File: src/hw/rtl/htlp_pkg.sv
`timescale 1ns / 1ps

package htlp_pkg;

  // Field widths of the transactions
  localparam int unsigned KEY_W   = 30;
  localparam int unsigned PAY_W   = 32;
  localparam int unsigned SLOT_W  = 10;
  localparam int unsigned PROBE_W = 10;

  // Opcodes
  localparam logic OP_INSERT = 1'b0;
  localparam logic OP_SEARCH = 1'b1;

  // Result status codes
  localparam logic [1:0] STATUS_INSERTED  = 2'd0;
  localparam logic [1:0] STATUS_FOUND     = 2'd1;
  localparam logic [1:0] STATUS_NOT_FOUND = 2'd2;
  localparam logic [1:0] STATUS_FULL      = 2'd3;

  // One table slot as held in memory
  typedef struct packed {
    logic             occ;
    logic [KEY_W-1:0] key;
    logic [PAY_W-1:0] pay;
  } entry_t;

endpackage

File: src/hw/rtl/htlp_hash.sv
`timescale 1ns / 1ps

module htlp_hash #(
  parameter int unsigned TABLE_SIZE = 631
) (
  input  logic                              clk_i,
  input  logic                              rst_ni,
  input  logic                              start_i,
  input  logic [htlp_pkg::KEY_W-1:0]        key_i,
  output logic                              done_o,
  output logic [$clog2(TABLE_SIZE)-1:0]     home_o
);
  import htlp_pkg::*;

  localparam int unsigned IW    = $clog2(TABLE_SIZE);
  localparam int unsigned Shift = KEY_W + IW;
  localparam int unsigned ProdW = KEY_W + 32;
  // ceil(2^Shift / TABLE_SIZE) gives the exact quotient for every key width value
  localparam logic [63:0] RecipWide =
    ((64'd1 << Shift) + 64'(TABLE_SIZE) - 64'd1) / 64'(TABLE_SIZE);
  localparam logic [31:0]      Recip = 32'(RecipWide);
  localparam logic [KEY_W-1:0] TsKey = KEY_W'(TABLE_SIZE);

  logic             mul_vld_q;
  logic             sub_vld_q;
  logic             done_q;
  logic [KEY_W-1:0] key_q;
  logic [KEY_W-1:0] quot_q;
  logic [KEY_W-1:0] quot_d;
  logic [ProdW-1:0] prod;
  logic [KEY_W-1:0] back;
  logic [KEY_W-1:0] diff;
  logic [IW-1:0]    rem_q;

  // Quotient by reciprocal multiplication, remainder by multiply-subtract
  assign prod   = ProdW'(key_q) * ProdW'(Recip);
  assign quot_d = KEY_W'(prod >> Shift);
  assign back   = quot_q * TsKey;
  assign diff   = key_q - back;

  // Advance the two stages of the reduction
  always_ff @(posedge clk_i or negedge rst_ni) begin
    if (!rst_ni) begin
      mul_vld_q <= 1'b0;
      sub_vld_q <= 1'b0;
      done_q    <= 1'b0;
    end else begin
      mul_vld_q <= start_i;
      sub_vld_q <= mul_vld_q;
      done_q    <= sub_vld_q;
    end
  end

  // Hold the key, the quotient and the remainder
  always_ff @(posedge clk_i) begin
    if (start_i) begin
      key_q <= key_i;
    end
    if (mul_vld_q) begin
      quot_q <= quot_d;
    end
    if (sub_vld_q) begin
      rem_q <= diff[IW-1:0];
    end
  end

  assign done_o = done_q;
  assign home_o = rem_q;

endmodule

File: config.mk
export PLATFORM = sky130hd
export DESIGN_NAME = htlp_hash
export DESIGN_NICKNAME = d
export VERILOG_FILES = /design/src/hw/rtl/htlp_pkg.sv /design/src/hw/rtl/htlp_hash.sv
export SDC_FILE = /design/constraint.sdc
export NUM_CORES = 1
export LEC_CHECK = 0
export ABC_AREA = 1
export ABC_CLOCK_PERIOD_IN_PS = 6200
export BUFFER_PORTS_ARGS = -buffer_cell sky130_fd_sc_hd__buf_2
export CORE_MARGIN = 1.5
export CORE_UTILIZATION = 28
export DETAILED_ROUTE_END_ITERATION = 12
export SETUP_SLACK_MARGIN = 0.3
export SYNTH_ARGS = -nofsm -noshare
export SYNTH_HDL_FRONTEND = slang
export SYNTH_SLANG_ARGS = --single-unit
File: constraint.sdc
create_clock -name clk_i -period 6.2 [get_ports clk_i]
set_input_delay 1.24 -clock clk_i [delete_from_list [all_inputs] [get_ports clk_i]]
set_output_delay 1.24 -clock clk_i [all_outputs]
set_load 0.03 [all_outputs]
After elaboration in Yosys (flattened, before gate mapping)
Cells that the tools add are included.

word-level totals
  output and inout port bits = 11
  register bits after elaboration = 64
  bits of input ports = 33
  logic and storage cells = 9

operators by class
  multipliers = 2
  add/sub/neg operators = 1

operators by type and width
  cell                                                                   number
  30-bit by 30-bit multiplier with 60-bit output, second input constant  1
  21-bit by 10-bit multiplier with 10-bit output, second input constant  1
  10-bit subtractor                                                      1

Depth between registers and ports, before layout
  word-level depth = 2
  mapped depth = 30
  gate-level depth less buffers = 30

Worst setup path before layout
OpenSTA, ideal clock, no wires.

  kind = register to register
  from = register key_q[6]
  to = register quot_q[2] (data pin)
  library setup time = 0.254 ns
  setup slack = -0.100 ns
  stages on the path, launching flop included = 26
  period minus slack after synthesis = 6.300 ns
  buffers on the path = 0
  arrival = 6.046 ns
  required time = 5.946 ns
  cell sequence = edfxtp_1 > ha_1 > nand2_1 > inv_1 > nor2_1 > ha_1 > or2_2 > fa_1 > inv_1 > fa_1 > inv_1 > fa_1 > fa_1 > fa_1 > inv_1 > fa_1 > inv_1 > ha_1 > nand2_1 > nor2_1 > nand2_2 > nor2_2 > nand3_1 > or2_1 > nand4_1 > nand2_1

on the way
  cells in the longest elaborated chain, start to end = 1

RTL lines
  element                                         RTL line         source
  start: declaration                              htlp_hash.sv:27  logic [KEY_W-1:0] key_q;
  start signal: assignment                        htlp_hash.sv:57  key_q <= key_i;
  30-bit by 30-bit multiplier with 60-bit output  htlp_hash.sv:36  assign prod = ProdW'(key_q) * ProdW'(Recip);
  named net prod[42]                              htlp_hash.sv:30  logic [ProdW-1:0] prod;
  end signal: assignment                          htlp_hash.sv:60  quot_q <= quot_d;
  end: declaration                                htlp_hash.sv:28  logic [KEY_W-1:0] quot_q;

The timed path passes the listed nets, and every way through them passes these cells.
A chain may end at the register's enable or synchronous reset.

Worst setup path in the final report
  from = register key_q[6]
  to = register quot_q[6] (data pin)

Same word-level chain as after synthesis.

==> impl_metrics.env <==
export IMPL_drtAntennaViolNets=0
export IMPL_ys_warn_count=0
export IMPL_min_period_over_period=1.00
export IMPL_multi_input_area_um2=13900
export IMPL_fp_coreArea_um2=59400
export IMPL_antenna_found_initial=0
export IMPL_crit_path_max_fanout=6
export IMPL_outcome="complete, but fails checks"
export IMPL_maxSlewViolCount=0
export IMPL_crit_path_start_kind="flip-flop"
export IMPL_drtIter0Drc=810
export IMPL_setup_ws_ps=-15.5
export IMPL_die_area_um2=62000
export IMPL_rsz0062_at_grt="true"
export IMPL_crit_chain="buf_12, fa_1, inv_2, fa_1, fa_1, inv_1, fa_1, fa_1, fa_1, fa_1, inv_2, fa_1, inv_2, ha_4, nand2_4, nor2_4, buf_6, nand4_1, nor2_1, nand2_1, nand4_1, nand2_1"
export IMPL_vias=12815
export IMPL_root_buffer="clkbuf_16"
export IMPL_r2r_cells=22
export IMPL_grt_max_degree=32
export IMPL_antenna_cells=0
export IMPL_arrival_ps=6320
export IMPL_detail_route_first_pass_iterations=5
export IMPL_cts_buffers_inserted=5
export IMPL_post_drt_wl_per_cell_um=18.5
export IMPL_postSynthCellCount=1848
export IMPL_via_per_inst=4.47
export IMPL_cts_buffer_depth=2
export IMPL_dpl_hpwl_um=47900
export IMPL_cts_tree="built"
export IMPL_maxClockFrequency_mhz=161
export IMPL_cts_max_level=2
export IMPL_track_usage=0.181
export IMPL_worst_slew_pin_slew_ps=942
export IMPL_hold_violations=0
export IMPL_die_x_um=249
export IMPL_port_buffers=43
export IMPL_hold_buffers=0
export IMPL_grt_pass1_wl_um=83900
export IMPL_slowest_delay_ps=550
export IMPL_crit_required_ps=6300
export IMPL_syn_avg_cell_area_um2=9.16
export IMPL_die_h_um=249
export IMPL_syn_cell_area_um2=16900
export IMPL_finalNetCount=2763
export IMPL_worstHoldPathCells=0
export IMPL_insertion_delay_ps=350
export IMPL_route_detailed_drc=0
export IMPL_skew_ps=15.0
export IMPL_syn_nets=2515
export IMPL_drive_above_1_share=0.187
export IMPL_area_growth_pct=21.1
export IMPL_post_route_util=0.346
export IMPL_seq_area_frac_synth=0.0931
export IMPL_regArea_um2=1580
export IMPL_start_util=0.285
export IMPL_cts_sinks=53
export IMPL_maxCapViolations=0
export IMPL_period_minus_slack_ps=6220
export IMPL_setup_viol=1
export IMPL_ioPinCount=44
export IMPL_path_clk_slew_ps=100
export IMPL_ys_types=31
export IMPL_n_fill_cell=6088
export IMPL_wl_um=53100
export IMPL_failed_checks="setup timing"
export IMPL_place_gp_congestion=1.02
export IMPL_layout_commonest_cell="inv_1"
export IMPL_fp_row_count=89
export IMPL_grt_remaining_overflow=0
export IMPL_cpMostUsedCell="fa_1"
export IMPL_worstSetupPathType="flip-flop to flip-flop"
export IMPL_cp_slowest_cell="fa_1"
export IMPL_min_path_type="flip-flop to flip-flop"
export IMPL_layout_common_cells="560 x inv_1, 329 x fa_1, 288 x nand2_1, 253 x ha_1, 185 x buf_4"
export IMPL_grt_pass1_vias=14240
export IMPL_critical_path_endpoint_type="flip-flop"
export IMPL_timing_slew_headroom=0.372
export IMPL_ys_ff_latch=53
-- layer usage --
metal	global-route usage	vias up	routed length (µm)	part of all wire
met3	0.0300	70	3370	0.063
li1	-	6014	-	-
met4	0.0517	0	1660	0.031
met5	0	-	0	0
met1	0.245	6356	23900	0.45
met2	0.296	375	24200	0.46
-- cells by family after synthesis --
logic type,after synthesis,synth area share
DFF,53,0.0931
adders and majority gates,634,0.621
and+or+nand+nor,470,0.117
xor gates and xnor gates,18,0.00931
AOI/OAI and AO/OA,100,0.0323
buffers and inverters,573,0.127
-- area by class of cell --
class | instances | area share
multi-input combinational | 1222 | 0.678
sequential | 53 | 0.0769
clock inverter | 3 | 0.00122
tap | 773 | 0.0472
inverter | 573 | 0.105
clock buffer | 5 | 0.00610
timing repair buffer | 241 | 0.0862
-- cell usage after synthesis, drive strengths merged --
| master | number | share of area |
|---|---|---|
| a21boi | 1 | 0.00044 |
| a21o | 2 | 0.00089 |
| a21oi | 59 | 0.017 |
| a221oi | 1 | 0.00052 |
| and2 | 6 | 0.0022 |
| dfrtp | 3 | 0.0044 |
| edfxtp | 50 | 0.089 |
| fa | 345 | 0.41 |
| ha | 289 | 0.21 |
| inv | 573 | 0.13 |
| nand2 | 308 | 0.069 |
| nand3 | 44 | 0.013 |
| nand3b | 1 | 0.00044 |
| nand4 | 15 | 0.0055 |
| nor2 | 79 | 0.020 |
| nor3 | 5 | 0.0018 |
| nor3b | 1 | 0.0011 |
| nor4 | 2 | 0.00074 |
| o211ai | 1 | 0.00044 |
| o21ai | 23 | 0.0068 |
| o21bai | 13 | 0.0058 |
| or2 | 9 | 0.0033 |
| xnor2 | 9 | 0.0047 |
| xor2 | 9 | 0.0047 |
-- worst max-delay path: cells and delay by family, from the launching register on --
| kind | cells | cell delay [ps] |
|---|---|---|
| simple gates | 7 | 810 |
| buf+inv | 6 | 460 |
| fa+ha+maj | 9 | 4250 |
| flops | 1 | 420 |
-- registers in the layout (all words and copies together) (netlist names) --
name and count:
done_o 1, home_o 10, sub_vld_q 1, mul_vld_q 1, quot_q 10, key_q 30
-- timing repair --
item                                    CTS  global route
hold endpoints to repair                  0             0
setup buffers                            18            10
endpoints found under the setup margin   10            10
cloned                                    0             0
pin swaps                                47            31
resized for setup                        82            51
-- per-stage QoR --
step,instance area (µm²),hold slack (ps),setup TNS [ps],std cells,setup WS (ps)
after floorplan,17000,575,0,1848,207
after global placement,19500,632,-982,2834,-191
after detailed placement,19500,643,-1070,2834,-186
after CTS,20200,654,0,2860,51.9
after global routing,20500,665,-1640,2870,-234
final,20500,647,-15.5,2870,-15.5
-- worst paths after layout --
path	start	endpoint	slack [ps]
max	key_q[6]	quot_q[6]	-20
min reg2reg	sub_vld_q	done_o	650
min	sub_vld_q	done_o	650
max reg2reg	key_q[6]	quot_q[6]	-20
min in group asynchronous	rst_ni	done_o	680
max in group asynchronous	rst_ni	mul_vld_q	5420
Power is left out: the tool's default activity adds up to more than one toggle a clock period on the data nets, which glitch-free logic cannot reach.
