<file path="config.mk">
export PLATFORM = sky130hd
export DESIGN_NAME = htlp_ctrl
export DESIGN_NICKNAME = d
export VERILOG_FILES = /design/src/hw/rtl/htlp_pkg.sv /design/src/hw/rtl/htlp_ctrl.sv
export SDC_FILE = /design/constraint.sdc
export NUM_CORES = 1
export LEC_CHECK = 0
export BUFFER_PORTS_ARGS = -buffer_cell sky130_fd_sc_hd__buf_2
export CAP_MARGIN = 0
export CORE_MARGIN = 2
export CORE_UTILIZATION = 49
export DETAILED_ROUTE_END_ITERATION = 10
export PLACE_DENSITY = 0.81
export SLEW_MARGIN = 20
export SYNTH_ARGS = -nofsm -noshare
export SYNTH_HDL_FRONTEND = slang
export SYNTH_SLANG_ARGS = --single-unit
</file>
<file path="constraint.sdc">
create_clock -name clk_i -period 3.6 [get_ports clk_i]
set_input_delay 0.36 -clock clk_i [delete_from_list [all_inputs] [get_ports clk_i]]
set_output_delay 0.36 -clock clk_i [all_outputs]
set_load 0.01 [all_outputs]
</file>
<file path="src/hw/rtl/htlp_pkg.sv">
`timescale 1ns / 1ps

package htlp_pkg;

  // Field widths of the transactions
  localparam int unsigned KEY_W   = 30;
  localparam int unsigned PAY_W   = 32;
  localparam int unsigned SLOT_W  = 10;
  localparam int unsigned PROBE_W = 10;

  // Opcodes
  localparam logic OP_INSERT = 1'b0;
  localparam logic OP_SEARCH = 1'b1;

  // Result status codes
  localparam logic [1:0] STATUS_INSERTED  = 2'd0;
  localparam logic [1:0] STATUS_FOUND     = 2'd1;
  localparam logic [1:0] STATUS_NOT_FOUND = 2'd2;
  localparam logic [1:0] STATUS_FULL      = 2'd3;

  // One table slot as held in memory
  typedef struct packed {
    logic             occ;
    logic [KEY_W-1:0] key;
    logic [PAY_W-1:0] pay;
  } entry_t;

endpackage

</file>
<file path="src/hw/rtl/htlp_ctrl.sv">
`timescale 1ns / 1ps

module htlp_ctrl #(
  parameter int unsigned TABLE_SIZE = 631
) (
  input  logic                                clk_i,
  input  logic                                rst_ni,
  // input channel
  input  logic                                in_valid_i,
  output logic                                in_stall_o,
  input  logic                                opcode_i,
  input  logic [htlp_pkg::KEY_W-1:0]          key_i,
  input  logic [htlp_pkg::PAY_W-1:0]          payload_i,
  // result channel
  output logic                                out_valid_o,
  input  logic                                out_stall_i,
  output logic [1:0]                          status_o,
  output logic [htlp_pkg::SLOT_W-1:0]         slot_o,
  output logic [htlp_pkg::PAY_W-1:0]          found_payload_o,
  output logic [htlp_pkg::PROBE_W-1:0]        probes_o,
  // remainder unit
  output logic                                hash_start_o,
  input  logic                                hash_done_i,
  input  logic [$clog2(TABLE_SIZE)-1:0]       hash_home_i,
  // table memory
  output logic                                mem_we_o,
  output logic [$clog2(TABLE_SIZE)-1:0]       mem_waddr_o,
  output htlp_pkg::entry_t                    mem_wdata_o,
  output logic                                mem_re_o,
  output logic [$clog2(TABLE_SIZE)-1:0]       mem_raddr_o,
  input  htlp_pkg::entry_t                    mem_rdata_i
);
  import htlp_pkg::*;

  localparam int unsigned IW = $clog2(TABLE_SIZE);
  localparam int unsigned CW = $clog2(TABLE_SIZE + 1);
  localparam logic [IW-1:0] LastSlot = IW'(TABLE_SIZE - 1);
  localparam logic [CW-1:0] AllProbes = CW'(TABLE_SIZE);

  localparam logic [1:0] ST_CLEAR = 2'd0;
  localparam logic [1:0] ST_IDLE  = 2'd1;
  localparam logic [1:0] ST_HASH  = 2'd2;
  localparam logic [1:0] ST_PROBE = 2'd3;

  logic [1:0]       state_q, state_d;
  logic [IW-1:0]    clr_q;
  logic [IW-1:0]    pos_q, pos_d;
  logic [IW-1:0]    pos_inc;
  logic [IW-1:0]    home_q;
  logic [CW-1:0]    cnt_q, cnt_d;
  logic             op_q;
  logic [KEY_W-1:0] key_q;
  logic [PAY_W-1:0] pay_q;

  logic             accept;
  logic             finish;
  logic             advance;
  logic             out_free;
  logic             load;
  logic [1:0]       res_status;
  logic [IW-1:0]    res_slot;
  logic [PAY_W-1:0] res_pay;

  logic                   out_valid_q, out_valid_d;
  logic [1:0]             status_q;
  logic [SLOT_W-1:0]      slot_q;
  logic [PAY_W-1:0]       fpay_q;
  logic [PROBE_W-1:0]     probes_q;
  logic [IW+SLOT_W-1:0]   slot_ext;
  logic [CW+PROBE_W-1:0]  cnt_ext;

  assign in_stall_o   = (state_q != ST_IDLE);
  assign accept       = in_valid_i && !in_stall_o;
  assign hash_start_o = accept;
  assign pos_inc      = (pos_q == LastSlot) ? '0 : pos_q + 1'b1;
  assign out_free     = !out_valid_q || !out_stall_i;

  // Evaluate the slot read back for the current probe
  always_comb begin
    finish     = 1'b0;
    res_status = STATUS_NOT_FOUND;
    res_slot   = home_q;
    res_pay    = '0;
    if (op_q == OP_INSERT && !mem_rdata_i.occ) begin
      finish     = 1'b1;
      res_status = STATUS_INSERTED;
      res_slot   = pos_q;
    end else if (op_q == OP_SEARCH && !mem_rdata_i.occ) begin
      finish     = 1'b1;
    end else if (op_q == OP_SEARCH && mem_rdata_i.key == key_q) begin
      finish     = 1'b1;
      res_status = STATUS_FOUND;
      res_slot   = pos_q;
      res_pay    = mem_rdata_i.pay;
    end else if (cnt_q == AllProbes) begin
      finish     = 1'b1;
      res_status = (op_q == OP_INSERT) ? STATUS_FULL : STATUS_NOT_FOUND;
    end
  end

  assign load    = (state_q == ST_PROBE) && finish && out_free;
  assign advance = (state_q == ST_PROBE) && !finish;

  // Next state, probe position and probe count
  always_comb begin
    state_d = state_q;
    pos_d   = pos_q;
    cnt_d   = cnt_q;
    case (state_q)
      ST_CLEAR: begin
        if (clr_q == LastSlot) begin
          state_d = ST_IDLE;
        end
      end
      ST_IDLE: begin
        if (accept) begin
          state_d = ST_HASH;
        end
      end
      ST_HASH: begin
        if (hash_done_i) begin
          state_d = ST_PROBE;
          pos_d   = hash_home_i;
          cnt_d   = CW'(1);
        end
      end
      ST_PROBE: begin
        if (load) begin
          state_d = ST_IDLE;
        end else if (advance) begin
          pos_d = pos_inc;
          cnt_d = cnt_q + 1'b1;
        end
      end
      default: begin
        state_d = ST_IDLE;
      end
    endcase
  end

  // Control registers
  always_ff @(posedge clk_i or negedge rst_ni) begin
    if (!rst_ni) begin
      state_q     <= ST_CLEAR;
      clr_q       <= '0;
      out_valid_q <= 1'b0;
    end else begin
      state_q     <= state_d;
      out_valid_q <= out_valid_d;
      if (state_q == ST_CLEAR) begin
        clr_q <= clr_q + 1'b1;
      end
    end
  end

  // Transaction and probe bookkeeping
  always_ff @(posedge clk_i) begin
    if (accept) begin
      op_q  <= opcode_i;
      key_q <= key_i;
      pay_q <= payload_i;
    end
    if (state_q == ST_HASH && hash_done_i) begin
      home_q <= hash_home_i;
    end
    pos_q <= pos_d;
    cnt_q <= cnt_d;
  end

  // Read at home once hashed, then one slot up per cycle
  assign mem_re_o    = (state_q == ST_HASH && hash_done_i) || advance;
  assign mem_raddr_o = (state_q == ST_HASH) ? hash_home_i : pos_inc;

  // Clear the occupied flags after reset; store the record on insert
  always_comb begin
    mem_we_o    = 1'b0;
    mem_waddr_o = pos_q;
    mem_wdata_o = '0;
    if (state_q == ST_CLEAR) begin
      mem_we_o    = 1'b1;
      mem_waddr_o = clr_q;
    end else if (load && res_status == STATUS_INSERTED) begin
      mem_we_o        = 1'b1;
      mem_wdata_o.occ = 1'b1;
      mem_wdata_o.key = key_q;
      mem_wdata_o.pay = pay_q;
    end
  end

  // Result register: take a new result when empty or being drained
  assign slot_ext = {{SLOT_W{1'b0}}, res_slot};
  assign cnt_ext  = {{PROBE_W{1'b0}}, cnt_q};

  always_comb begin
    out_valid_d = out_valid_q;
    if (load) begin
      out_valid_d = 1'b1;
    end else if (!out_stall_i) begin
      out_valid_d = 1'b0;
    end
  end

  always_ff @(posedge clk_i) begin
    if (load) begin
      status_q <= res_status;
      slot_q   <= slot_ext[SLOT_W-1:0];
      fpay_q   <= res_pay;
      probes_q <= cnt_ext[PROBE_W-1:0];
    end
  end

  assign out_valid_o     = out_valid_q;
  assign status_o        = status_q;
  assign slot_o          = slot_q;
  assign found_payload_o = fpay_q;
  assign probes_o        = probes_q;

endmodule

</file>
# Word level (Yosys, flattened, before mapping)
# Index checks and enable logic that the tools add are counted.
# word_totals
reg_bits,160
input_bits,141
# classes
n_eq_ne,15
n_addsub,3
n_reduce_logical,22
bitwise,2
mux,34
# ops
op,count
$mux 63,2
$mux 10,12
$pmux 10 s2,2
$add 10x1->10 const B,3
$eq 10x10->1 const B,3
$eq 30x30->1,1
$mux 2,7
$ne 2x2->1 const B,6
$mux 1,10
$logic_and 1x1->1,9
$pmux 2 s4,1
$reduce_and 4->1,2
$logic_not 1->1,5
$eq 2x2->1 const B,2
$logic_not 2->1,2
$ne 2x1->1 const B,2
$reduce_or 3->1,1
$eq 2x1->1 const B,1
$logic_or 1x1->1,2
$not 1->1,2
$reduce_bool 2->1,1

# Longest topological paths before layout
# logic_depth
depth_word,10
mapped_depth,8

# Least setup slack after synthesis
# No wires, ideal clock.
# synth_path
kind,reg2reg
from,register key_q[5]
to,"register fpay_q[0], in the netlist found_payload_o[0] (enable)"
required_time_ps,3182
setup_ps,418
period_less_slack_ps,3178
t_arrival_ps,2760
path_slack_ps,422
n_path_buf,0
path_stages_with_launch,7
cell_sequence,edfxtp_1 > xor2_1 > nor4b_1 > nand4_1 > nor4_1 > or2_2 > and3_1
# synth_between
elab_chain_len,7
# synth_rtl
element,line_no,rtl
"start, declared",htlp_ctrl.sv:52,logic [KEY_W-1:0] key_q;
"start signal, assigned",htlp_ctrl.sv:160,key_q <= key_i;
$eq 30x30->1,htlp_ctrl.sv:90,end else if (op_q == OP_SEARCH && mem_rdata_i.key == key_q) begin
$logic_and 1x1->1,htlp_ctrl.sv:90,
$mux 1,htlp_ctrl.sv:90,
$mux 1,htlp_ctrl.sv:88,end else if (op_q == OP_SEARCH && !mem_rdata_i.occ) begin
$mux 1,htlp_ctrl.sv:84,if (op_q == OP_INSERT && !mem_rdata_i.occ) begin
$logic_and 1x1->1 (2 in a row),htlp_ctrl.sv:101,assign load = (state_q == ST_PROBE) && finish && out_free;
via load,htlp_ctrl.sv:59,logic load;
"end signal, assigned",htlp_ctrl.sv:207,fpay_q <= res_pay;
"end, declared",htlp_ctrl.sv:67,logic [PAY_W-1:0] fpay_q;
# The timed path passes the listed nets, and every way through them passes these cells.
# A chain may end at the register's enable or synchronous reset.

# Worst setup path after layout
# layout_path
from,register key_q[4]
to,output port mem_re_o
# layout_between
elab_chain_len,8
# layout_rtl
element,line_no,rtl
$eq 30x30->1,htlp_ctrl.sv:90,
$logic_and 1x1->1,htlp_ctrl.sv:90,
$mux 1,htlp_ctrl.sv:90,
$mux 1,htlp_ctrl.sv:88,
$mux 1,htlp_ctrl.sv:84,
$logic_not 1->1,htlp_ctrl.sv:102,assign advance = (state_q == ST_PROBE) && !finish;
$logic_and 1x1->1,htlp_ctrl.sv:102,
$logic_or 1x1->1,htlp_ctrl.sv:171,assign mem_re_o = (state_q == ST_HASH && hash_done_i) || advance;
"end, declared",htlp_ctrl.sv:29,"output logic mem_re_o,"
# No other way between the ends.

==> flow_summary_export.csv <==
group,metric,value,unit
run,maxCapViolations,0,
sta,skew,0.00960,ns
floorplanning,ios,283,
finish,fill_cells,1074,
worst_setup_path,r2r_cells,7,
worst_setup_path,r2r_setup_slack,0.85,ns
global_routing,grt.overflow.total,0,
routing,drt_first_pass_iters,5,
global_routing,grt_usage,0.224,
routing,drt_iter0_drc,320,
clocking,cts-root-buf,"clkbuf_16",
power,p_total,6.85,mW
finish,drive_gt1_frac,0.420,
worst_setup_path,timing.critical_path.mode_cell,"nor4_1",
global_routing,grt_pass1_wl,26700,um
power,ir_drop,434,uV
sta,finalSetupViolations,0,
sta,finalCritPeriodShare,0.831,
routing,via_count,5124,
routing,drt_wl_total,17400,um
worst_setup_path,crit_type,"flop to primary output",
worst_setup_path,cpPeakStageDelay,0.48,ns
clocking,tritoncts,"built",
worst_setup_path,arrival,2.63,ns
sta,tightest_slew,0.958,ns
min_path,holdCritPathClass,"input pin to flop",
sta,slew_headroom,0.359,
worst_setup_path,startpoint_type,"flop",
sta,finalHoldViolCount,0,
placement,port_buffers,282,
run_status,status,"completed",
clocking,clock_latency,0.41,ns
floorplanning,initial_utilization,0.497,
sta,setup-tns-final,0,ns
global_routing,grt_pass1_vias,5214,
worst_setup_path,critPathMaxFanout,5,
floorplanning,die_h,125,um
worst_setup_path,r2r_start,"key_q[4]",
yosys,ys.flop_type,"edfxtp_1",
finish,final_cell_area,9380,um^2
worst_setup_path,timing.critical_path.from,"key_q[4]",
sta,drv_slew,0,
routing,vias_per_cell,5.09,
floorplanning,num_rows,44,
yosys,yosysWarnings,0,
clocking,cts_setup_buffers,0,
sta,timing.fmax,334,MHz
routing,antenna_left,0,
clocking,cts.sinks,160,
worst_setup_path,crit_path_top_delay_cell,"nor4_1",
yosys,synth-seq-cells,160,
yosys,ys_seq_area_frac,0.664,
routing,drc_errors,0,
placement,place_area,8790,um^2
clocking,htree_levels,4,
yosys,synth_edf_count,147,
power,power_density,730,nW/um^2
placement,place_congestion,0.817,
clocking,clockBufferDepth,2,
worst_setup_path,cp-endpoint,"mem_re_o",
yosys,synth_nets,671,
floorplanning,design.die.area,15600,um^2
global_routing,grt_max_degree,55,
yosys,synthCells,521,
sta,grt_setup_unrepaired,"false",
worst_setup_path,worstPathRequired,3.24,ns
global_routing,antenna_found_initial,1,
power,power_leakage,3.99,nW
sta,fin_crit,2.99,ns
worst_setup_path,cp_cell_sequence,"xor2_1 > nor4_1 > nand4_1 > nor4_1 > or2_2 > o21bai_1 > buf_2",
yosys,async_flop_share,0.0813,
floorplanning,die-width,125,um
floorplanning,core-area,14400,um^2
worst_setup_path,rr_endpoint,"slot_o[7]",
routing,route.detailed.wl_per_inst,17.3,um
finish,area_delta_synth_final,31.4,%
worst_setup_path,critPathCaptureType,"primary output",
clocking,cts_buffers,17,
placement,hpwl,13000,um
finish,utilization,0.653,
yosys,synthesis.area,7140,um^2
yosys,synthDistinctLibCells,37,
yosys,synth.avg_cell_area,13.7,um^2
finish,layout.nets,961,
clocking,clkTransAtPathRegs,0.06,ns
## cells in the final DEF (no fill, tap or decap), drive strengths merged, types with 4 or more instances in the layout
cell type / synthesis / layout
ha: 9 / 9
buf: 2 / 289
o31ai: 14 / 14
mux2: 21 / 21
edfxtp: 147 / 147
xnor2: 19 / 19
dfrtp: 13 / 13
and3: 5 / 5
nor2: 29 / 29
o21ai: 6 / 6
nand3: 14 / 14
nor4: 9 / 9
and2: 96 / 96
nand2: 36 / 36
clkinv: 0 / 4
xor2: 35 / 35
inv: 11 / 12
nand4: 8 / 8
clkbuf: 17 / 19
a21oi: 5 / 5
## critical path: cells and delay by family (launching register included)
kind                   cells  cell delay (ns)
AO/OA/AOI/OAI              1             0.11
buffers and inverters      1             0.19
AND/OR/NAND/NOR            4             1.34
flip-flops                 1             0.40
XOR/XNOR                   1             0.17
## state kept, by name, indices dropped and copies added, names as in the netlist
signal,count
key_q,30
probes_o,10
pos_q,10
found_payload_o,32
slot_o,10
cnt_q,10
pay_q,32
clr_q,10
state_q,2
op_q,1
home_q,10
out_valid_o,1
status_o,2
## per-layer routing
metal | track usage | vias up | wire, um
met2 | 0.395 | 222 | 9080
met4 | 0.0886 | 0 | 380
met3 | 0.0777 | 22 | 1560
li1 | - | 2438 | -
met5 | 0 | - | 0
met1 | 0.247 | 2442 | 6430
## cell families after synthesis
kind of cell / share of synthesized area
AND/OR/NAND/NOR: 0.166
buffers and inverters: 0.0168
AO/OA/AOI/OAI: 0.0298
XOR/XNOR: 0.0662
flip-flops: 0.664
multiplexers: 0.0421
adder cells (fa/ha/maj): 0.0158
## power breakdown
group	internal [mW]	total, mW	switching [mW]
sequential	2.68	3.03	0.352
clock	1.08	1.76	0.684
combinational	0.863	2.06	1.19
total	4.62	6.85	2.23
## cells in the mapped netlist (all sizes together) (5+ instances only)
cell type | n | area share
clkbuf | 17 | 0.0089
ha | 9 | 0.016
inv | 11 | 0.0058
nand2 | 36 | 0.019
a21oi | 5 | 0.0035
edfxtp | 147 | 0.62
xnor2 | 19 | 0.023
nor4 | 9 | 0.010
nand3 | 14 | 0.0098
o31ai | 14 | 0.015
and2 | 96 | 0.084
dfrtp | 13 | 0.046
and3 | 5 | 0.0044
mux2 | 21 | 0.038
xor2 | 35 | 0.043
o21ai | 6 | 0.0042
nor2 | 29 | 0.016
nand4 | 8 | 0.0070
## area by class of cell
| class | count | area, um^2 | area share |
|---|---|---|---|
| antenna | 1 | 2.50 | 0.000267 |
| timing repair buffer | 290 | 1500 | 0.160 |
| multi-input combinational | 331 | 2290 | 0.245 |
| tap | 184 | 230 | 0.0245 |
| clock buffer | 19 | 433 | 0.0462 |
| clock inverter | 11 | 140 | 0.0149 |
| sequential | 160 | 4740 | 0.505 |
| inverter | 11 | 41.3 | 0.00440 |
## timing repair
item                                   4_1_cts  5_1_grt
hold buffers                                 1        0
gates resized for setup                      0        0
endpoints found under the hold margin       13        0
## per-stage QoR
step / worst slack, ns / cells / hold slack (ns)
after floorplan: 0.422 / 521 / 0.0644
after global placement: 0.814 / 975 / 0.262
after detailed placement: 0.767 / 975 / 0.264
after CTS: 0.563 / 1006 / 0.0999
after global routing: 0.371 / 1007 / 0.0954
final: 0.608 / 1007 / 0.119
## worst min-delay path by stage
| stage | from | endpoint | cells after the start |
|---|---|---|---|
| floorplan | rst_ni | clr_q[0] | 0 |
| global placement | rst_ni | clr_q[2] | 1 |
| detailed placement | rst_ni | clr_q[6] | 1 |
| CTS | payload_i[31] | pay_q[31] | 1 |
| global route | key_i[0] | key_q[0] | 1 |
| finish | key_i[20] | key_q[20] | 1 |
No activity file was read; power rests on OpenSTA's default activity.
